--- config.mk ---
export PLATFORM = sky130hd
export DESIGN_NAME = stop_wait_packet_receiver_unit
export DESIGN_NICKNAME = d
export VERILOG_FILES = /design/src/swpr_pkg.sv /design/src/stop_wait_packet_receiver_unit.sv /design/src/swpr_front.sv /design/src/swpr_queue.sv /design/src/swpr_back.sv
export SDC_FILE = /design/constraint.sdc
export NUM_CORES = 1
export LEC_CHECK = 0
export ABC_CLOCK_PERIOD_IN_PS = 5100
export BUFFER_PORTS_ARGS = -buffer_cell sky130_fd_sc_hd__clkbuf_2
export CAP_MARGIN = 20
export CELL_PAD_IN_SITES_DETAIL_PLACEMENT = 1
export CELL_PAD_IN_SITES_GLOBAL_PLACEMENT = 2
export CORE_UTILIZATION = 31
export CTS_CLUSTER_SIZE = 30
export DETAILED_ROUTE_END_ITERATION = 8
export PLACE_DENSITY = 0.77
export SLEW_MARGIN = 10
export SYNTH_ARGS = -nofsm -noshare
export SYNTH_HDL_FRONTEND = slang
export SYNTH_SLANG_ARGS = --single-unit
--- constraint.sdc ---
create_clock -name clk -period 5.1 [get_ports clk]
set_input_delay 0.51 -clock clk [delete_from_list [all_inputs] [get_ports clk]]
set_output_delay 0.51 -clock clk [all_outputs]
set_load 0.01 [all_outputs]
--- src/swpr_pkg.sv ---
// Package for the stop-and-wait packet receiver.
// Holds the packet and event codes, the decoded command and the result record.
// It depends on nothing and every other file in src uses it.
package swpr_pkg;

  localparam logic [2:0] KIND_DATA      = 3'd0;
  localparam logic [2:0] KIND_LAST_DATA = 3'd1;
  localparam logic [2:0] KIND_PEER_ACK  = 3'd2;
  localparam logic [2:0] KIND_PEER_NACK = 3'd3;
  localparam logic [2:0] KIND_TERM      = 3'd4;

  localparam logic [2:0] EV_STAGED      = 3'd0;
  localparam logic [2:0] EV_SEND_ACK    = 3'd1;
  localparam logic [2:0] EV_SEND_NACK   = 3'd2;
  localparam logic [2:0] EV_PEER_ACKED  = 3'd3;
  localparam logic [2:0] EV_PEER_NACKED = 3'd4;
  localparam logic [2:0] EV_CLOSED      = 3'd5;

  localparam int ADDR_W = 16;
  localparam int LEN_W  = 17;

  typedef enum logic [2:0] {
    OP_DATA,
    OP_FINAL,
    OP_PEER_ACK,
    OP_PEER_NACK,
    OP_TERM,
    OP_NONE
  } op_t;

  typedef struct packed {
    op_t         op;
    logic [7:0]  data;
    logic        last;
    logic [31:0] carried;
  } cmd_t;

  typedef struct packed {
    logic [2:0]        event_kind;
    logic              byte_valid;
    logic [ADDR_W-1:0] write_address;
    logic [7:0]        write_byte;
    logic [LEN_W-1:0]  message_length;
    logic              message_done;
  } result_t;

endpackage

--- src/stop_wait_packet_receiver_unit.sv ---
// Stop-and-wait packet receiver with additive checksum, top level.
// Connects the front end, the command queue and the execution side.
// Depends on swpr_pkg, swpr_front, swpr_queue and swpr_back.
//
// The slave channel takes one packet byte per transfer: the packet kind in
// s_tuser, the last-byte mark in s_tlast, and the byte and carried checksum in
// s_tdata. The master channel gives exactly one result transfer per input
// transfer, in order: event kind and byte-valid flag in m_tuser, message
// completion in m_tlast, and write address, write byte and committed length
// in m_tdata.
// A transfer is classified on entry and written into a two-entry queue; the
// execution side pops it and registers the result, so the queue entry and
// the output register lie between input and result. While the master side is
// ready, the block sustains one transfer per cycle. The execution step (one
// 32-bit sum and compare plus the address add) is combinational and sets that rate.
// Reset empties the queue and the output register, clears the sum, index and
// committed length, and opens the link. When the receiver stalls m_tready,
// the result holds, the queue fills, and s_tready drops once both entries
// are taken.
module stop_wait_packet_receiver_unit #(
  parameter int PAYLOAD_MAX = 1024,
  parameter int MESSAGE_MAX = 65536
) (
  input  logic        clk,
  input  logic        rst,
  input  logic        s_tvalid,
  output logic        s_tready,
  input  logic [39:0] s_tdata,   // payload_byte [7:0], carried_sum [39:8]
  input  logic [2:0]  s_tuser,   // packet_kind [2:0]
  input  logic        s_tlast,
  output logic        m_tvalid,
  input  logic        m_tready,
  output logic [47:0] m_tdata,   // write_address [15:0], write_byte [23:16],
                                 // message_length [40:24], zero [47:41]
  output logic [3:0]  m_tuser,   // event_kind [2:0], byte_valid [3]
  output logic        m_tlast
);

  swpr_pkg::cmd_t    front_cmd;
  swpr_pkg::cmd_t    head_cmd;
  swpr_pkg::result_t res;
  logic              q_full;
  logic              q_not_empty;
  logic              q_pop;
  logic              push;

  assign s_tready = !q_full;
  assign push     = s_tvalid && !q_full;

  swpr_front u_front (
    .kind    (s_tuser),
    .data    (s_tdata[7:0]),
    .last    (s_tlast),
    .carried (s_tdata[39:8]),
    .cmd     (front_cmd)
  );

  swpr_queue u_queue (
    .clk       (clk),
    .rst       (rst),
    .push      (push),
    .push_cmd  (front_cmd),
    .full      (q_full),
    .pop       (q_pop),
    .not_empty (q_not_empty),
    .head      (head_cmd)
  );

  swpr_back #(
    .PAYLOAD_MAX (PAYLOAD_MAX),
    .MESSAGE_MAX (MESSAGE_MAX)
  ) u_back (
    .clk       (clk),
    .rst       (rst),
    .cmd_valid (q_not_empty),
    .cmd       (head_cmd),
    .cmd_pop   (q_pop),
    .res_valid (m_tvalid),
    .res       (res),
    .res_ready (m_tready)
  );

  assign m_tdata = {7'd0, res.message_length, res.write_byte, res.write_address};
  assign m_tuser = {res.byte_valid, res.event_kind};
  assign m_tlast = res.message_done;

endmodule

--- src/swpr_front.sv ---
// Front end of the packet receiver: classifies each incoming transfer.
// Turns the packet kind into a command for the execution side.
// Depends on swpr_pkg.
module swpr_front (
  input  logic [2:0]    kind,
  input  logic [7:0]    data,
  input  logic          last,
  input  logic [31:0]   carried,
  output swpr_pkg::cmd_t cmd
);

  always_comb begin
    cmd.data    = data;
    cmd.last    = last;
    cmd.carried = carried;
    case (kind)
      swpr_pkg::KIND_DATA:      cmd.op = swpr_pkg::OP_DATA;
      swpr_pkg::KIND_LAST_DATA: cmd.op = swpr_pkg::OP_FINAL;
      swpr_pkg::KIND_PEER_ACK:  cmd.op = swpr_pkg::OP_PEER_ACK;
      swpr_pkg::KIND_PEER_NACK: cmd.op = swpr_pkg::OP_PEER_NACK;
      swpr_pkg::KIND_TERM:      cmd.op = swpr_pkg::OP_TERM;
      default:                  cmd.op = swpr_pkg::OP_NONE;
    endcase
  end

endmodule

--- src/swpr_queue.sv ---
// Two-entry command queue between the front end and the execution side.
// Lets either side stall on its own. Depends on swpr_pkg.
module swpr_queue (
  input  logic           clk,
  input  logic           rst,
  input  logic           push,
  input  swpr_pkg::cmd_t push_cmd,
  output logic           full,
  input  logic           pop,
  output logic           not_empty,
  output swpr_pkg::cmd_t head
);

  swpr_pkg::cmd_t entries [2];
  logic       wr_ptr;
  logic       rd_ptr;
  logic [1:0] count;

  assign full      = (count == 2'd2);
  assign not_empty = (count != 2'd0);
  assign head      = entries[rd_ptr];

  always_ff @(posedge clk) begin
    if (push) begin
      entries[wr_ptr] <= push_cmd;
    end
  end

  always_ff @(posedge clk) begin
    if (rst) begin
      wr_ptr <= 1'b0;
      rd_ptr <= 1'b0;
      count  <= 2'd0;
    end else begin
      if (push) begin
        wr_ptr <= ~wr_ptr;
      end
      if (pop) begin
        rd_ptr <= ~rd_ptr;
      end
      case ({push, pop})
        2'b10:   count <= count + 2'd1;
        2'b01:   count <= count - 2'd1;
        default: count <= count;
      endcase
    end
  end

endmodule

--- src/swpr_back.sv ---
// Execution side of the packet receiver: checksum, staging and commit logic.
// Holds the packet state and the registered result. Depends on swpr_pkg.
module swpr_back #(
  parameter int PAYLOAD_MAX = 1024,
  parameter int MESSAGE_MAX = 65536
) (
  input  logic              clk,
  input  logic              rst,
  input  logic              cmd_valid,
  input  swpr_pkg::cmd_t    cmd,
  output logic              cmd_pop,
  output logic              res_valid,
  output swpr_pkg::result_t res,
  input  logic              res_ready
);

  localparam int IW = $clog2(PAYLOAD_MAX + 1);
  localparam int CW = $clog2(MESSAGE_MAX + 1);
  localparam int AW = ((CW > IW) ? CW : IW) + 1;

  logic [31:0]       running_sum;
  logic [IW-1:0]     byte_index;
  logic [CW-1:0]     committed_length;
  logic              link_open;
  logic [31:0]       running_sum_next;
  logic [IW-1:0]     byte_index_next;
  logic [CW-1:0]     committed_length_next;
  logic              link_open_next;
  swpr_pkg::result_t res_next;

  logic [31:0]   sum_add;
  logic          idx_ok;
  logic [AW-1:0] addr_sum;
  logic          stage_ok;
  logic [IW-1:0] idx_inc;
  logic [AW-1:0] len_sum;
  logic [CW-1:0] len_sat;
  logic          sum_match;

  assign cmd_pop = cmd_valid && (!res_valid || res_ready);

  always_comb begin
    sum_add   = running_sum + {{24{cmd.data[7]}}, cmd.data};
    idx_ok    = byte_index < IW'(PAYLOAD_MAX);
    addr_sum  = AW'(committed_length) + AW'(byte_index);
    stage_ok  = idx_ok && (addr_sum < AW'(MESSAGE_MAX));
    idx_inc   = idx_ok ? IW'(byte_index + IW'(1)) : byte_index;
    len_sum   = AW'(committed_length) + AW'(idx_inc);
    len_sat   = (len_sum > AW'(MESSAGE_MAX)) ? CW'(MESSAGE_MAX) : CW'(len_sum);
    sum_match = (sum_add == cmd.carried);
  end

  always_comb begin
    running_sum_next      = running_sum;
    byte_index_next       = byte_index;
    committed_length_next = committed_length;
    link_open_next        = link_open;
    res_next = '0;
    res_next.message_length = swpr_pkg::LEN_W'(committed_length);
    if (!link_open) begin
      res_next.event_kind     = swpr_pkg::EV_CLOSED;
      res_next.message_length = '0;
    end else begin
      case (cmd.op)
        swpr_pkg::OP_TERM: begin
          link_open_next          = 1'b0;
          running_sum_next        = '0;
          byte_index_next         = '0;
          committed_length_next   = '0;
          res_next.event_kind     = swpr_pkg::EV_CLOSED;
          res_next.message_length = '0;
        end
        swpr_pkg::OP_PEER_ACK: begin
          res_next.event_kind = swpr_pkg::EV_PEER_ACKED;
        end
        swpr_pkg::OP_PEER_NACK: begin
          res_next.event_kind = swpr_pkg::EV_PEER_NACKED;
        end
        swpr_pkg::OP_DATA, swpr_pkg::OP_FINAL: begin
          res_next.byte_valid = stage_ok;
          if (stage_ok) begin
            res_next.write_address = swpr_pkg::ADDR_W'(addr_sum);
            res_next.write_byte    = cmd.data;
          end
          if (!cmd.last) begin
            res_next.event_kind = swpr_pkg::EV_STAGED;
            running_sum_next    = sum_add;
            byte_index_next     = idx_inc;
          end else begin
            running_sum_next = '0;
            byte_index_next  = '0;
            if (sum_match) begin
              res_next.event_kind     = swpr_pkg::EV_SEND_ACK;
              res_next.message_length = swpr_pkg::LEN_W'(len_sat);
              if (cmd.op == swpr_pkg::OP_FINAL) begin
                res_next.message_done = 1'b1;
                committed_length_next = '0;
              end else begin
                committed_length_next = len_sat;
              end
            end else begin
              res_next.event_kind = swpr_pkg::EV_SEND_NACK;
            end
          end
        end
        default: begin
          res_next.event_kind = swpr_pkg::EV_STAGED;
        end
      endcase
    end
  end

  always_ff @(posedge clk) begin
    if (rst) begin
      running_sum      <= '0;
      byte_index       <= '0;
      committed_length <= '0;
      link_open        <= 1'b1;
      res_valid        <= 1'b0;
    end else begin
      if (cmd_pop) begin
        running_sum      <= running_sum_next;
        byte_index       <= byte_index_next;
        committed_length <= committed_length_next;
        link_open        <= link_open_next;
        res_valid        <= 1'b1;
      end else if (res_ready) begin
        res_valid <= 1'b0;
      end
    end
  end

  always_ff @(posedge clk) begin
    if (cmd_pop) begin
      res <= res_next;
    end
  end

endmodule
==> flow_summary.toml <==
[sta]
slew_headroom_pct = 43.8
worst_pin_slew_ns = 0.844
finalCriticalPeriod_ns = 4.91
drv_slew = 0
timing.setup.tns_ns = 0
max_freq_ghz = 0.204
hold_viol = 0
finalClockSkew_ns = 0.0128
finalCritPeriodShare_pct = 96.2
finalSetupViolCount = 0

[pwr]
p_per_area_nw_per_um2 = 489
peakVddDrop_mv = 0.300
p_leak_nw = 5.64

[detailed_routing]
via_per_inst = 5.33
drt_iter0_markers = 477
wire_per_inst_um = 20.8
vias = 10200
met2_wirelength_um = 19800
dr_wl_met3_um = 1250
wl_met1_um = 17700
dr.pass1.iters = 4
drcViolationCount = 0
wl_um = 40000
topRoutingLayerUsed = "met4"
drtAntennaViolNets = 0

[final_layout]
seq_area_um2 = 5370
n_antenna_cell = 0
fin_nets = 1493
final_cells = 1921
fillers = 4436
drive_above_1_share_pct = 19.5
multi_input_area_um2 = 6790
fin_area_um2 = 14700
syn_to_final_growth_pct = 18.5

[yosys]
netlist_instances = 1253
ys_warn_count = 0
synth-edff-count = 134
synth_top_family_by_area = "compound AO/OA/AOI/OAI gates"
yosysSeqAreaShare_pct = 43.3
yosys_most_used_dff = "edfxtp_1"
synthMuxAreaShare_pct = 4.92
syn_area_um2 = 12400
syn_avg_cell_area_um2 = 9.89
synth-compound-area-share_pct = 18.0
synthArstFlopShare_pct = 0
synth-seq-cells = 201
synth-simple-area-share_pct = 17.5
synth_cell_type_count = 89
synth_xor_area_share_pct = 6.92
synth_fa_ha_area_share_pct = 6.03

[placement]
dp.cells = 1872
dpl.hpwl_um = 31500
placed_area_um2 = 13800
io_buffer_count = 95
gp_congestion = 0.915

[clock_tree]
ctsHoldBuffers = 0
clk_pin_slew_ns = 0.06
root_buffer = "clkbuf_16"
cts_num_sinks = 201
numCtsBuffers = 23
clk_path_buf_depth = 3
insertion_delay_ns = 0.53
cts_tree = "done"
htreeDepth = 1

[critical_path]
crit_fanout = 17
cp.required_ns = 5.37
cp.arrival_ns = 5.18
critPathKind = "reg2reg"
reg2reg_depth = 19
worstSetupEndpointType = "flop"
critical_path.startpoint_type = "flop"

[die]
design.die.area_um2 = 40800
rows = 72
core_um2 = 39000
io_pins = 103
dieWidth_um = 202
die_h_um = 202
initial_core_util_pct = 31.8

[global_route]
grt_util_all_layers_pct = 19.4
antenna_found_initial = 0
grt_max_degree = 52
gr-total-overflow = 0
grt_pass1_vias = 10600
grt_pass1_wl_um = 62000

[hold_path]
hold_depth = 1
hp-class = "in2reg"

[run_status]
status = "complete, no violations"

[flow_run]
cap_violations = 0
## layout by cell type, fill, tap and decap left out, types with 41 or more instances in the layout
cell,instances
edfxtp_1,134
nor2_1,130
nand2_1,105
clkbuf_2,95
buf_4,69
a21oi_1,68
dfxtp_1,66
xnor2_1,54
ha_1,46
mux2i_1,41
## cells by family after synthesis
kind of cell,Yosys count
compound gates,320
xor+xnor,87
fa+ha+maj,58
buf+inv,92
flops,201
mux,59
other cells,1
simple gates,435
## final timing paths
path / endpoint / start / slack [ns]
hold reg to reg: u_back.running_sum[31] / u_back.running_sum[31] / 0.51
hold / removal: u_queue.entries[0][4] / s_tdata[12] / 0.17
setup reg to reg: u_back.res[6] / flop / 0.19
setup / recovery: u_back.res[6] / flop / 0.19
## metal layers
| metal | vias to the layer above | track usage (%) |
|---|---|---|
| met5 | - | 0 |
| met4 | 0 | 5.90 |
| met3 | 61 | 2.13 |
| met2 | 186 | 34.3 |
| met1 | 5009 | 24.8 |
| li1 | 4977 | - |
## registers in the layout, summed over array words and instances, names as in the netlist, named ones only
signal and count:
u_queue.rd_ptr 1, u_queue.count 2, u_queue.wr_ptr 1, u_queue.entries 88, u_back.byte_index 11, u_back.res_valid 1
u_back.running_sum 32, u_back.link_open 1, u_back.committed_length 17, u_back.res 46
## critical path, stage by stage (launching register included)
cell and delay (ns):
dfxtp_2 0.44, mux2i_2 0.28, inv_1 0.07, buf_4 0.22
ha_1 0.42, buf_4 0.18, nand4_1 0.17, nor3_1 0.18
buf_4 0.16, o211a_1 0.30, buf_4 0.20, o41ai_1 0.16
buf_4 0.18, nor4_1 0.41, nand4_1 0.25, nor2_1 0.16
and3_1 0.29, nor3_1 0.13, buf_12 0.17, a22o_1 0.24
## where the power goes
part	switching, mW	internal, mW
clock network	0.667	0.964
logic	2.10	1.22
registers	0.114	2.12
## stage by stage
| step | hold WS [ns] | utilization (%) | setup slack (ns) | power [mW] |
|---|---|---|---|---|
| after global placement | 0.486 | 35.3 | -0.0671 | 5.47 |
| after floorplan | 0.458 | - | 0.0737 | 4.37 |
| after CTS | 0.139 | 37.2 | 0.0531 | 7.19 |
| final | 0.167 | 37.7 | 0.193 | 7.19 |
| after detailed placement | 0.497 | 35.3 | -0.0537 | 5.52 |
| after global routing | 0.150 | 37.7 | -0.0314 | 7.59 |
## what timing repair did
action	4_1_cts	5_1_grt
buffers inserted	2	5
gates resized for setup	4	31
pin swaps	1	3
hold endpoints to repair	0	0
endpoints found under the setup margin	27	28
gates cloned	0	0
## synthesized netlist by cell type (4+ instances only)
master / n / area, µm²
nor2_1: 133 / 499
nor2b_1: 14 / 87.6
o21a_1: 15 / 113
edfxtp_1: 134 / 4020
a2111oi_0: 8 / 70.1
and2_1: 8 / 50.1
a21boi_0: 4 / 30.0
a31oi_1: 9 / 56.3
a21o_1: 17 / 128
inv_1: 27 / 101
a32oi_1: 4 / 35.0
and3_1: 12 / 75.1
o21ai_0: 43 / 215
buf_2: 13 / 65.1
or2_2: 4 / 25.0
or3_1: 8 / 50.1
a22o_1: 20 / 175
dfxtp_1: 67 / 1340
o211ai_1: 9 / 67.6
nor4_1: 18 / 113
mux2_2: 16 / 180
o21ai_1: 5 / 25.0
a21oi_1: 72 / 360
ha_1: 55 / 688
mux2i_1: 43 / 430
o31a_1: 5 / 43.8
nand3_1: 34 / 170
o21bai_1: 4 / 30.0
a211oi_1: 6 / 45.0
a22oi_1: 38 / 285
xnor3_1: 7 / 158
nor3_1: 27 / 135
a311oi_1: 4 / 35.0
o31ai_1: 9 / 67.6
nand4_1: 22 / 138
o22ai_1: 4 / 25.0
xor2_1: 26 / 228
clkbuf_1: 39 / 146
xnor2_1: 54 / 473
nand2_1: 106 / 398
a211o_1: 7 / 61.3
nand2b_1: 14 / 87.6
and4_1: 7 / 61.3
buf_4: 12 / 90.1
## area by class of cell
cell class | count | share of cell area [%]
multi-input combinational | 966 | 46.2
sequential | 201 | 36.5
timing repair buffer | 168 | 7.24
tap | 518 | 4.41
clock buffer | 34 | 4.33
inverter | 27 | 0.690
clock inverter | 7 | 0.630
Note: power is estimated with default switching activity, not from simulation.
